===== src/sv/sfd_pkg.sv =====
`timescale 1ns / 1ps

package sfd_pkg;

	localparam int unsigned MaxPayload = 512;

	localparam logic [7:0]  SYNC_FIRST  = 8'hFA;
	localparam logic [7:0]  SYNC_SECOND = 8'hCE;
	localparam logic [15:0] CODE_MASK   = 16'h7FFF;

	localparam logic [15:0] MAX_DATA_LEN  = 16'(MaxPayload);
	localparam logic [15:0] MAX_FRAME_LEN = 16'(MaxPayload + 4);

	// counters never exceed MaxPayload + 4
	localparam int unsigned CntW = $clog2(MaxPayload + 5);

	// header bytes counted after the packet length field
	localparam logic [CntW-1:0] HDR_BYTES = CntW'(4);

	typedef enum logic [3:0] {
		PH_HUNT    = 4'd0,
		PH_SYNC2   = 4'd1,
		PH_FLEN_HI = 4'd2,
		PH_FLEN_LO = 4'd3,
		PH_CMD_HI  = 4'd4,
		PH_CMD_LO  = 4'd5,
		PH_DLEN_HI = 4'd6,
		PH_DLEN_LO = 4'd7,
		PH_DATA    = 4'd8,
		PH_CHECK   = 4'd9
	} phase_t;

	typedef enum logic [1:0] {
		ST_OK      = 2'd0,
		ST_CSUM    = 2'd1,
		ST_LEN_ERR = 2'd2
	} status_t;

	localparam logic KIND_DATA = 1'b0;
	localparam logic KIND_END  = 1'b1;

	typedef struct packed {
		logic        kind;
		logic [7:0]  data;
		logic [8:0]  pos;
		logic [14:0] cmd_code;
		logic        is_resp;
		logic [9:0]  plen;
		logic [1:0]  status;
	} result_t;

endpackage


===== src/sv/sfd_parser.sv =====
`timescale 1ns / 1ps

module sfd_parser (
	input  logic                clk,
	input  logic                arst_n,
	input  logic                in_valid,
	output logic                in_ready,
	input  logic [7:0]          rx_byte,
	input  logic                take,
	output logic                res_valid,
	output sfd_pkg::result_t    res
);

	logic                    valid_s1;
	logic [7:0]              byte_s1;
	logic                    fire;

	sfd_pkg::phase_t         phase_q, phase_d;
	logic [7:0]              sum_q, sum_d;
	logic [15:0]             flen_q, flen_d;
	logic [sfd_pkg::CntW-1:0] fcnt_q, fcnt_d;
	logic [15:0]             cmd_q, cmd_d;
	logic [15:0]             dlen_q, dlen_d;
	logic [sfd_pkg::CntW-1:0] dcnt_q, dcnt_d;

	logic [15:0]             flen_full, dlen_full;
	logic [sfd_pkg::CntW-1:0] fcnt_inc, dcnt_inc;

	assign fire     = valid_s1 && take;
	assign in_ready = !valid_s1 || take;

	// input word register
	always_ff @(posedge clk or negedge arst_n) begin
		if (!arst_n) begin
			valid_s1 <= 1'b0;
		end else if (in_ready) begin
			valid_s1 <= in_valid;
		end
	end

	always_ff @(posedge clk) begin
		if (in_valid && in_ready) begin
			byte_s1 <= rx_byte;
		end
	end

	assign flen_full = {flen_q[15:8], byte_s1};
	assign dlen_full = {dlen_q[15:8], byte_s1};
	assign fcnt_inc  = fcnt_q + 1'b1;
	assign dcnt_inc  = dcnt_q + 1'b1;

	// next state
	always_comb begin
		phase_d = phase_q;
		sum_d   = sum_q + byte_s1;
		flen_d  = flen_q;
		fcnt_d  = fcnt_q;
		cmd_d   = cmd_q;
		dlen_d  = dlen_q;
		dcnt_d  = dcnt_q;
		case (phase_q)
			sfd_pkg::PH_HUNT: begin
				sum_d = byte_s1;
				if (byte_s1 == sfd_pkg::SYNC_FIRST) begin
					phase_d = sfd_pkg::PH_SYNC2;
				end
			end
			sfd_pkg::PH_SYNC2: begin
				if (byte_s1 == sfd_pkg::SYNC_SECOND) begin
					phase_d = sfd_pkg::PH_FLEN_HI;
				end
			end
			sfd_pkg::PH_FLEN_HI: begin
				flen_d  = {byte_s1, 8'h00};
				phase_d = sfd_pkg::PH_FLEN_LO;
			end
			sfd_pkg::PH_FLEN_LO: begin
				flen_d  = flen_full;
				fcnt_d  = '0;
				phase_d = (flen_full <= sfd_pkg::MAX_FRAME_LEN) ? sfd_pkg::PH_CMD_HI
					: sfd_pkg::PH_HUNT;
			end
			sfd_pkg::PH_CMD_HI: begin
				cmd_d   = {byte_s1, 8'h00};
				fcnt_d  = fcnt_inc;
				phase_d = sfd_pkg::PH_CMD_LO;
			end
			sfd_pkg::PH_CMD_LO: begin
				cmd_d   = {cmd_q[15:8], byte_s1};
				fcnt_d  = fcnt_inc;
				phase_d = sfd_pkg::PH_DLEN_HI;
			end
			sfd_pkg::PH_DLEN_HI: begin
				dlen_d  = {byte_s1, 8'h00};
				fcnt_d  = fcnt_inc;
				phase_d = sfd_pkg::PH_DLEN_LO;
			end
			sfd_pkg::PH_DLEN_LO: begin
				dlen_d = dlen_full;
				dcnt_d = '0;
				fcnt_d = fcnt_inc;
				if (dlen_full == 16'h0000) begin
					phase_d = sfd_pkg::PH_CHECK;
				end else if ((dlen_full & sfd_pkg::CODE_MASK) <= sfd_pkg::MAX_DATA_LEN) begin
					phase_d = sfd_pkg::PH_DATA;
				end else begin
					phase_d = sfd_pkg::PH_HUNT;
				end
			end
			sfd_pkg::PH_DATA: begin
				dcnt_d = dcnt_inc;
				fcnt_d = fcnt_inc;
				if (16'(dcnt_inc) >= dlen_q || 16'(fcnt_inc) >= flen_q) begin
					phase_d = sfd_pkg::PH_CHECK;
				end
			end
			sfd_pkg::PH_CHECK: begin
				sum_d   = sum_q;
				phase_d = sfd_pkg::PH_HUNT;
			end
			default: begin
				sum_d   = sum_q;
				phase_d = sfd_pkg::PH_HUNT;
			end
		endcase
	end

	// result word
	always_comb begin
		res_valid    = 1'b0;
		res.kind     = sfd_pkg::KIND_DATA;
		res.data     = byte_s1;
		res.pos      = dcnt_q[8:0];
		res.cmd_code = cmd_q[14:0];
		res.is_resp  = cmd_q[15];
		res.plen     = dlen_q[9:0];
		res.status   = sfd_pkg::ST_OK;
		case (phase_q)
			sfd_pkg::PH_DATA: begin
				res_valid = fire;
			end
			sfd_pkg::PH_CHECK: begin
				res_valid = fire;
				res.kind  = sfd_pkg::KIND_END;
				res.data  = '0;
				res.pos   = '0;
				if (sum_q != byte_s1) begin
					res.status = sfd_pkg::ST_CSUM;
				end else if (16'(dcnt_q) != dlen_q || 16'(fcnt_q) != flen_q) begin
					res.status = sfd_pkg::ST_LEN_ERR;
				end
			end
			default: begin
				res_valid = 1'b0;
			end
		endcase
	end

	always_ff @(posedge clk or negedge arst_n) begin
		if (!arst_n) begin
			phase_q <= sfd_pkg::PH_HUNT;
			sum_q   <= '0;
			flen_q  <= '0;
			fcnt_q  <= '0;
			cmd_q   <= '0;
			dlen_q  <= '0;
			dcnt_q  <= '0;
		end else if (fire) begin
			phase_q <= phase_d;
			sum_q   <= sum_d;
			flen_q  <= flen_d;
			fcnt_q  <= fcnt_d;
			cmd_q   <= cmd_d;
			dlen_q  <= dlen_d;
			dcnt_q  <= dcnt_d;
		end
	end

	// header is always four bytes ahead of the payload count
	a_cnt_offset: assert property (@(posedge clk) disable iff (!arst_n)
		(phase_q == sfd_pkg::PH_DATA || phase_q == sfd_pkg::PH_CHECK)
		|-> fcnt_q == dcnt_q + sfd_pkg::HDR_BYTES)
		else $error("frame and payload counters out of step");

	a_data_bound: assert property (@(posedge clk) disable iff (!arst_n)
		(phase_q == sfd_pkg::PH_DATA) |-> 16'(dcnt_q) < dlen_q)
		else $error("payload count past declared length");

	a_no_overwrite: assert property (@(posedge clk) disable iff (!arst_n)
		res_valid |-> take)
		else $error("result produced while output register full");

	a_hold_s1: assert property (@(posedge clk) disable iff (!arst_n)
		valid_s1 && !take |=> valid_s1 && $stable(byte_s1) && $stable(phase_q))
		else $error("stalled word or state changed");

endmodule


===== src/sv/sfd_out_stage.sv =====
`timescale 1ns / 1ps

module sfd_out_stage (
	input  logic             clk,
	input  logic             arst_n,
	input  logic             res_valid,
	input  sfd_pkg::result_t res,
	output logic             take,
	output logic             out_valid,
	input  logic             out_ready,
	output sfd_pkg::result_t res_q
);

	logic out_valid_q;

	assign take      = !out_valid_q || out_ready;
	assign out_valid = out_valid_q;

	always_ff @(posedge clk or negedge arst_n) begin
		if (!arst_n) begin
			out_valid_q <= 1'b0;
		end else if (take) begin
			out_valid_q <= res_valid;
		end
	end

	always_ff @(posedge clk) begin
		if (take && res_valid) begin
			res_q <= res;
		end
	end

endmodule


===== src/sv/serial_frame_deframer_checksum_core.sv =====
`timescale 1ns / 1ps

// Serial frame deframer with additive 8-bit checksum.
// Input channel: in_valid / in_ready carrying rx_byte, one received byte per word.
// Output channel: out_valid / out_ready. A word with out_kind = 0 forwards one
// payload byte (payload_byte, payload_position) as soon as it arrives; a word with
// out_kind = 1 closes a frame and carries frame_status (0 ok, 1 checksum mismatch,
// 2 length mismatch). Command and declared length fields ride on every word.
// Frames that fail the length limits are dropped with no output word.
// A byte that gives an output word passes the input register, then the output register.
// Throughput: one byte per cycle while the receiver takes words. The parser only
// advances when the output register can take a word, so a held output word stops
// every byte, including sync, header and length bytes that give no output.
// Reset clears the parser to sync hunt and empties both registers.
// When the receiver stalls, the output word holds and the input register keeps
// one more byte; in_ready falls only when both are full.
module serial_frame_deframer_checksum_core (
	input  logic        clk,
	input  logic        arst_n,
	input  logic        in_valid,
	output logic        in_ready,
	input  logic [7:0]  rx_byte,
	output logic        out_valid,
	input  logic        out_ready,
	output logic        out_kind,
	output logic [7:0]  payload_byte,
	output logic [8:0]  payload_position,
	output logic [14:0] command_code,
	output logic        is_response,
	output logic [9:0]  payload_length,
	output logic [1:0]  frame_status
);

	logic             take;
	logic             res_valid;
	sfd_pkg::result_t res;
	sfd_pkg::result_t res_q;

	sfd_parser u_parser (
		.clk       (clk),
		.arst_n    (arst_n),
		.in_valid  (in_valid),
		.in_ready  (in_ready),
		.rx_byte   (rx_byte),
		.take      (take),
		.res_valid (res_valid),
		.res       (res)
	);

	sfd_out_stage u_out (
		.clk       (clk),
		.arst_n    (arst_n),
		.res_valid (res_valid),
		.res       (res),
		.take      (take),
		.out_valid (out_valid),
		.out_ready (out_ready),
		.res_q     (res_q)
	);

	assign out_kind         = res_q.kind;
	assign payload_byte     = res_q.data;
	assign payload_position = res_q.pos;
	assign command_code     = res_q.cmd_code;
	assign is_response      = res_q.is_resp;
	assign payload_length   = res_q.plen;
	assign frame_status     = res_q.status;

endmodule

===== config.mk =====
export PLATFORM = sky130hd
export DESIGN_NAME = serial_frame_deframer_checksum_core
export DESIGN_NICKNAME = d
export VERILOG_FILES = /design/src/sv/sfd_pkg.sv /design/src/sv/sfd_parser.sv /design/src/sv/sfd_out_stage.sv /design/src/sv/serial_frame_deframer_checksum_core.sv
export SDC_FILE = /design/constraint.sdc
export NUM_CORES = 1
export LEC_CHECK = 0
export ABC_CLOCK_PERIOD_IN_PS = 8800
export CAP_MARGIN = 0
export CORE_UTILIZATION = 55
export CTS_CLUSTER_SIZE = 25
export DETAILED_ROUTE_END_ITERATION = 8
export DONT_BUFFER_PORTS = 1
export PLACE_DENSITY = 0.78
export REMOVE_ABC_BUFFERS = 1
export SLEW_MARGIN = 15
export SYNTH_ARGS = -nofsm -noshare
export SYNTH_HDL_FRONTEND = slang
export SYNTH_SLANG_ARGS = --single-unit

===== constraint.sdc =====
create_clock -name clk -period 8.8 [get_ports clk]
set_input_delay 0.44 -clock clk [delete_from_list [all_inputs] [get_ports clk]]
set_output_delay 0.44 -clock clk [all_outputs]
set_load 0.01 [all_outputs]

# ---- Yosys cells after proc, flatten, opt, wreduce, memory -nomap -nowiden
# Cells that the tools add are included.
dict set report word_totals {
  latch_bits 0
  ramBits 0
  n_memories 0
  out_inout_bits 48
  romBits 0
  elab_cells 97
  regBits 136
  input_bits 12
}
dict set report classes {
  shifts 0
  magnitude_cmp 4
  n_addsub 3
  bitwise 4
  div_mod_pow 0
  n_mul 0
  n_reduce_logical 31
  muxes 17
  eq_ne 17
}
# operator count
set ops {}
lappend ops {{16-bit case mux with 2 select lines} 3}
lappend ops {{10-bit case mux with 2 select lines} 2}
lappend ops {{4-bit case mux with 9 select lines} 1}
lappend ops {{10-bit by 16-bit greater-or-equal comparator with 1-bit output} 2}
lappend ops {{10-bit by 16-bit inequality test with 1-bit output} 2}
lappend ops {{10-bit by 1-bit adder with 10-bit output, second input constant} 2}
lappend ops {{4-bit 2-to-1 mux} 5}
lappend ops {{18-bit 2-to-1 mux} 1}
lappend ops {{4-bit by 3-bit == test with 1-bit output, second input constant} 4}
lappend ops {{8-bit == test, second input constant} 2}
lappend ops {{16-bit by 10-bit less-or-equal comparator with 1-bit output, second input constant} 1}
lappend ops {{16-bit zero test} 1}
lappend ops {{8-bit case mux with 2 select lines} 1}
lappend ops {{15-bit by 10-bit less-or-equal comparator with 1-bit output, second input constant} 1}
lappend ops {{2-bit AND reduction} 6}
lappend ops {{2-bit nonzero test} 6}
lappend ops {{3-bit AND reduction} 3}
lappend ops {{8-bit adder} 1}
lappend ops {{4-bit by 2-bit == test with 1-bit output, second input constant} 2}
lappend ops {{4-bit == test, second input constant} 2}
lappend ops {{8-bit inequality test} 1}
lappend ops {{8-bit OR reduction} 1}
lappend ops {{2-bit by 1-bit inequality test with 1-bit output, second input constant} 3}
lappend ops {{5-bit OR reduction} 1}
lappend ops {{other kinds (11)} 22}

# ---- Logic depth before layout (Yosys ltp)
dict set report logic_depth {
  ltp_word 5
  mapped_depth 13
  ltp_nobuf 12
}

# ---- Cells and area by module
# From an unflattened synthesis, not the netlist that was laid out.
dict set report unflattened {
  cells_unflattened 588
  hier_area_um2 6631.4
}
# module instances seq_area_each_um2 cells_per_inst area_per_inst_um2
set modules_own_cells {}
lappend modules_own_cells {sfd_parser 1 2267.2 538 5196.2}
lappend modules_own_cells {sfd_out_stage 1 1406.3 50 1435.1}

# ---- Least setup slack after synthesis
# OpenSTA, ideal clock, no wires.
dict set report synth_path {
  path_type {input to register}
  from {input out_ready}
  to {register u_parser.dcnt_q[9] (netlist name)}
  setup_ns 0.076
  slack_ns 5.768
  path_buffers 2
  t_arrival_ns 2.955
  stages 8
  required_time_ns 8.724
  path_cell_list {nand2b_1 > and2_1 > buf_2 > and3_1 > clkbuf_1 > nand4_1 > xor2_1 > o21ai_1}
}
dict set report synth_between {
  elab_chain_cells 3
}
# element line
set synth_rtl {}
lappend synth_rtl {{from (decl)} serial_frame_deframer_checksum_core.sv:24} ;# input logic out_ready,
lappend synth_rtl {{1-bit logical OR} sfd_out_stage.sv:16} ;# assign take = !out_valid_q || out_ready;
lappend synth_rtl {{1-bit logical AND} sfd_parser.sv:29} ;# assign fire = valid_s1 && take;
lappend synth_rtl {{2-bit AND reduction (no source line)} n/a}
lappend synth_rtl {{to (signal assigned)} sfd_parser.sv:175} ;# dcnt_q <= dcnt_d;
lappend synth_rtl {{to (decl)} sfd_parser.sv:24} ;# logic [sfd_pkg::CntW-1:0] dcnt_q, dcnt_d;
# No other way between the ends.
# A chain may end at the register's enable or synchronous reset.

# ---- Final worst setup path
dict set report layout_path {
  from {register u_parser.fcnt_q[4] (netlist name)}
  to {register u_parser.phase_q[0]}
}
dict set report layout_between {
  elab_chain_cells 5
}
# element line
set layout_rtl {}
lappend layout_rtl {{from (decl)} sfd_parser.sv:21} ;# logic [sfd_pkg::CntW-1:0] fcnt_q, fcnt_d;
lappend layout_rtl {{from (signal assigned)} sfd_parser.sv:172} ;# fcnt_q <= fcnt_d;
lappend layout_rtl {{10-bit by 1-bit adder with 10-bit output} sfd_parser.sv:49} ;# assign fcnt_inc = fcnt_q + 1'b1;
lappend layout_rtl {{10-bit by 16-bit greater-or-equal comparator with 1-bit output} sfd_parser.sv:113} ;# if (16'(dcnt_inc) >= dlen_q || 16'(fcnt_inc) >= flen_q) begin
lappend layout_rtl {{1-bit logical OR} sfd_parser.sv:113}
lappend layout_rtl {{2-bit by 1-bit inequality test with 1-bit output (no source line)} n/a}
lappend layout_rtl {{4-bit AND reduction (no source line)} n/a}
lappend layout_rtl {{to (signal assigned)} sfd_parser.sv:161} ;# phase_q <= sfd_pkg::PH_HUNT;
lappend layout_rtl {{to (signal assigned)} sfd_parser.sv:169} ;# phase_q <= phase_d;
lappend layout_rtl {{to (decl)} sfd_parser.sv:18} ;# sfd_pkg::phase_t phase_q, phase_d;
# No other way between the ends.

==> results.md <==
| Result | This run | Unit |
|:---|:---|:---|
| Outcome | completed | - |
| # fillers | 921 | - |
| Pin count of the biggest net entering global routing | 83 | - |
| Busiest metal layer after global routing | met2 | - |
| Clock latency at the later pin of the worst-skew pair | 0.42 | ns |
| Synth async-reset ratio | 60.29 | % |
| Placement Rows | 40 | - |
| Number of warning messages in the yosys log | 0 | - |
| Data arrival time at the worst-slack endpoint | 3.44 | ns |
| Post-route ant nets | 0 | - |
| Reported leakage power | 0.003230 | uW |
| Final WL | 14860 | um |
| Routed length per placed instance | 19.53 | um |
| Grt met1 use | 32.50 | % |
| Met3 usage in global routing | 7.177 | % |
| Total global routing overflow | 0 | - |
| Clock transition time at the flip-flop clock pins of the worst setup and hold paths | 0.06 | ns |
| Required time of the critical path | 9.10 | ns |
| Most frequently used flop master after synthesis | sky130_fd_sc_hd__dfrtp_1 | - |
| Count of flip-flops with a built-in enable after synthesis | 54 | - |
| Placeable core region | 0.01201 | mm2 |
| Period utilisation layout | 35.66 | % |
| Commonest non-fill, non-tap cells in the layout | 82 x sky130_fd_sc_hd__dfrtp_1, 64 x sky130_fd_sc_hd__nand2_1, 58 x sky130_fd_sc_hd__o21ai_0 | - |
| Cell at the root of the clock tree | sky130_fd_sc_hd__clkbuf_16 | - |
| RSZ-0062 raised after global routing | false | - |
| WS Path Type | reg2reg | - |
| Maximum level of the CTS H-tree | 4 | - |
| Path category of the worst min-delay check | in2reg | - |
| Number of buffers created by CTS | 17 | - |
| Vias after detailed routing | 4663 | - |
| Total count of max-transition violations in the final report | 0 | - |
| Maxcap violations | 0 | - |
| Biggest area contributors in the synthesized netlist | sky130_fd_sc_hd__dfrtp_1 30%, sky130_fd_sc_hd__edfxtp_1 24%, sky130_fd_sc_hd__ha_1 5.4% | - |
| Sequential share of the synthesized area | 54.27 | % |
| # DRC | 0 | - |
| Boundary pin count | 60 | - |
| Die Area | 0.01276 | mm2 |
| Global-route met2 utilization | 41.03 | % |
| Max-slew headroom at the worst pin | 24.29 | % |
| Stage delay of the slowest cell on the critical path | 0.48 | ns |
| Cell type with the largest total area after synthesis | sky130_fd_sc_hd__dfrtp_1 | - |
| Critical-path cell with the highest stage delay | sky130_fd_sc_hd__dfrtp_1 | - |
| Vias in the first global route | 4752 | - |
| Final Hold Violating Endpoints | 0 | - |
| Kind of end point of the critical path | flop | - |
| TritonCTS sink count | 136 | - |
| Total Power | 1646 | uW |
| Weighted congestion at the end of routability-driven global placement | 0.9069 | - |
| Initial antenna violation count | 0 | - |
| Dominant delay contributor by cell family on the critical path | compound AO/OA/AOI/OAI gates | - |
| First-pass DRT Iterations | 5 | - |
| Clock period minus final worst setup slack | 3.138 | ns |
| Most common cell after layout, fill and taps aside | sky130_fd_sc_hd__dfrtp_1 | - |
| Clock buffer depth | 2 | - |
| Wire length of the first global-routing pass | 24400 | um |
| CP Buf/Inv Count | 0 | - |
| Crit path launch type | flop | - |
| Max Clock Freq | 0.3187 | GHz |
| Largest clock skew in the final design | 0.007774 | ns |
| Count of buffers inserted at the top-level ports | 0 | - |
| Tightest hold margin | 0.1127 | ns |
| DR vias/cell | 6.127 | - |
| DP Wirelength | 9983 | um |
| Share of Yosys cell area claimed by the top area cell type | 30.31 | % |
| Unique masters post-synth | 67 | - |
| Post-synthesis average cell area | 11.06 | um2 |
| Diode insertion count for antenna repair | 0 | - |
| Peak supply drop | 0.0001331 | V |
| Finish-stage setup viols | 0 | - |
| Area Growth Syn to Fin | 10.52 | % |
| Critical path peak fanout | 5 | - |
| Area of the mapped netlist | 0.006769 | mm2 |
| Height of the die | 112.9 | um |
| Iteration-0 DRC count of the detailed router | 397 | - |
| Number of synthesized register bits | 136 | - |
| DIE WIDTH | 112.9 | um |
| Starting density of the core | 56.35 | % |
| Slew at the pin closest to its max-slew limit | 1.136 | ns |
| Number of instances in the synthesized netlist | 612 | - |
| Crit path cell chain | nand3_1, nor2_1, and3_1, nand3_1, xnor2_1, ha_1, o211ai_1, a21oi_1, a211oi_1, a21oi_1, o31ai_2, mux2_4 | - |
| Setup TNS | 0 | ns |
| TritonCTS clock tree | yes | - |
| Power Density | 220.1 | mW/mm2 |
| Post-CTS setup repair buffer count | 0 | - |
| Nets | 644 | - |
| Global routing usage summed across all routing layers | 25.44 | % |
| Layout cell share with drive strength beyond 1 | 11.24 | % |
[per-stage QoR]
stage | std cells | worst slack, ns | util [%] | instance area, um2
floorplan | 580 | 5.897 | - | 6631
detailed placement | 728 | 5.705 | 56.81 | 6824
global route | 761 | 5.450 | 62.28 | 7481
CTS | 761 | 5.694 | 62.28 | 7481
finish | 761 | 5.662 | 62.28 | 7481
global placement | 728 | 5.773 | 56.81 | 6824
[sequential cells by signal (all words and copies together) (netlist names)]
register,cells
u_out.out_valid,1
u_out.res_q,46
u_parser.dlen_q,16
u_parser.sum_q,8
u_parser.fcnt_q,10
u_parser.byte_s1,8
u_parser.flen_q,16
u_parser.dcnt_q,10
u_parser.valid_s1,1
u_parser.phase_q,4
u_parser.cmd_q,16
[kinds of logic (layout without fill, tap and decap cells)]
family | after synthesis | in the layout | synth area share [%]
flip-flops | 136 | 136 | 54.27
XOR/XNOR | 42 | 42 | 5.434
AND/OR/NAND/NOR | 196 | 196 | 15.16
AO/OA/AOI/OAI | 125 | 125 | 11.92
multiplexers | 24 | 24 | 4.030
adder cells (fa/ha/maj) | 30 | 30 | 5.656
buffers and inverters | 59 | 61 | 3.530
[cell type report]
cell class	count	area (um2)	share of cell area (%)
flip-flops and latches	136	3674	49.11
well taps	147	183.9	2.459
inverters	27	101.3	1.355
multi-input cells	417	2858	38.20
clock inverters	11	172.7	2.308
repair buffers	3	45.04	0.6021
clock buffers	20	446.7	5.971
[per-layer routing]
metal  routed length, um  up-vias
li1                    -     2155
met1                6465     2315
met2                7278      163
met3                 786       30
met4                 331        0
met5                   0        -
[worst reg2reg max path: stages (launching register included)]
cell and delay [ns]:
sky130_fd_sc_hd__dfrtp_1 0.48, sky130_fd_sc_hd__nand3_1 0.11, sky130_fd_sc_hd__nor2_1 0.30, sky130_fd_sc_hd__and3_1 0.30
sky130_fd_sc_hd__nand3_1 0.11, sky130_fd_sc_hd__xnor2_1 0.22, sky130_fd_sc_hd__ha_1 0.29, sky130_fd_sc_hd__o211ai_1 0.13
sky130_fd_sc_hd__a21oi_1 0.07, sky130_fd_sc_hd__a211oi_1 0.24, sky130_fd_sc_hd__a21oi_1 0.13, sky130_fd_sc_hd__o31ai_2 0.31
sky130_fd_sc_hd__mux2_4 0.34
[synth_stat cells, drive strengths merged (13+ instances only)]
master / n
dfrtp: 82
o21ai: 65
nand2: 64
edfxtp: 54
nand3: 34
nor2: 32
ha: 29
inv: 27
xnor2: 24
mux2: 23
nor2b: 20
clkbuf: 19
xor2: 18
a21oi: 14
buf: 13
[final timing paths]
| path | to | slack, ns | from | depth (start not counted) |
|---|---|---|---|---|
| setup reg to reg | u_parser.phase_q[0] | 5.66 | u_parser.fcnt_q[4] | 12 |
| min in group asynchronous | u_parser.dcnt_q[8] | 0.59 | arst_n | 2 |
| hold reg to reg | u_out.res_q[26] | 0.44 | u_parser.cmd_q[13] | 0 |
| setup / recovery | u_parser.phase_q[0] | 5.66 | u_parser.fcnt_q[4] | 12 |
| hold / removal | u_parser.byte_s1[1] | 0.11 | rx_byte[1] | 0 |
| max in group asynchronous | u_parser.sum_q[1] | 7.84 | arst_n | 2 |
[where the power goes]
part	internal [uW]	total, uW	switching (uW)
Clock	481	744	262
Sequential	681	713	31.4
Combinational	74.5	190	115
[repair_timing]
| item | 4_1_cts | 5_1_grt |
|---|---|---|
| hold buffers | 2 | 0 |
| resized for setup | 0 | 0 |
| endpoints found under the hold margin | 82 | 0 |
Note: power is estimated with default switching activity, not from simulation.
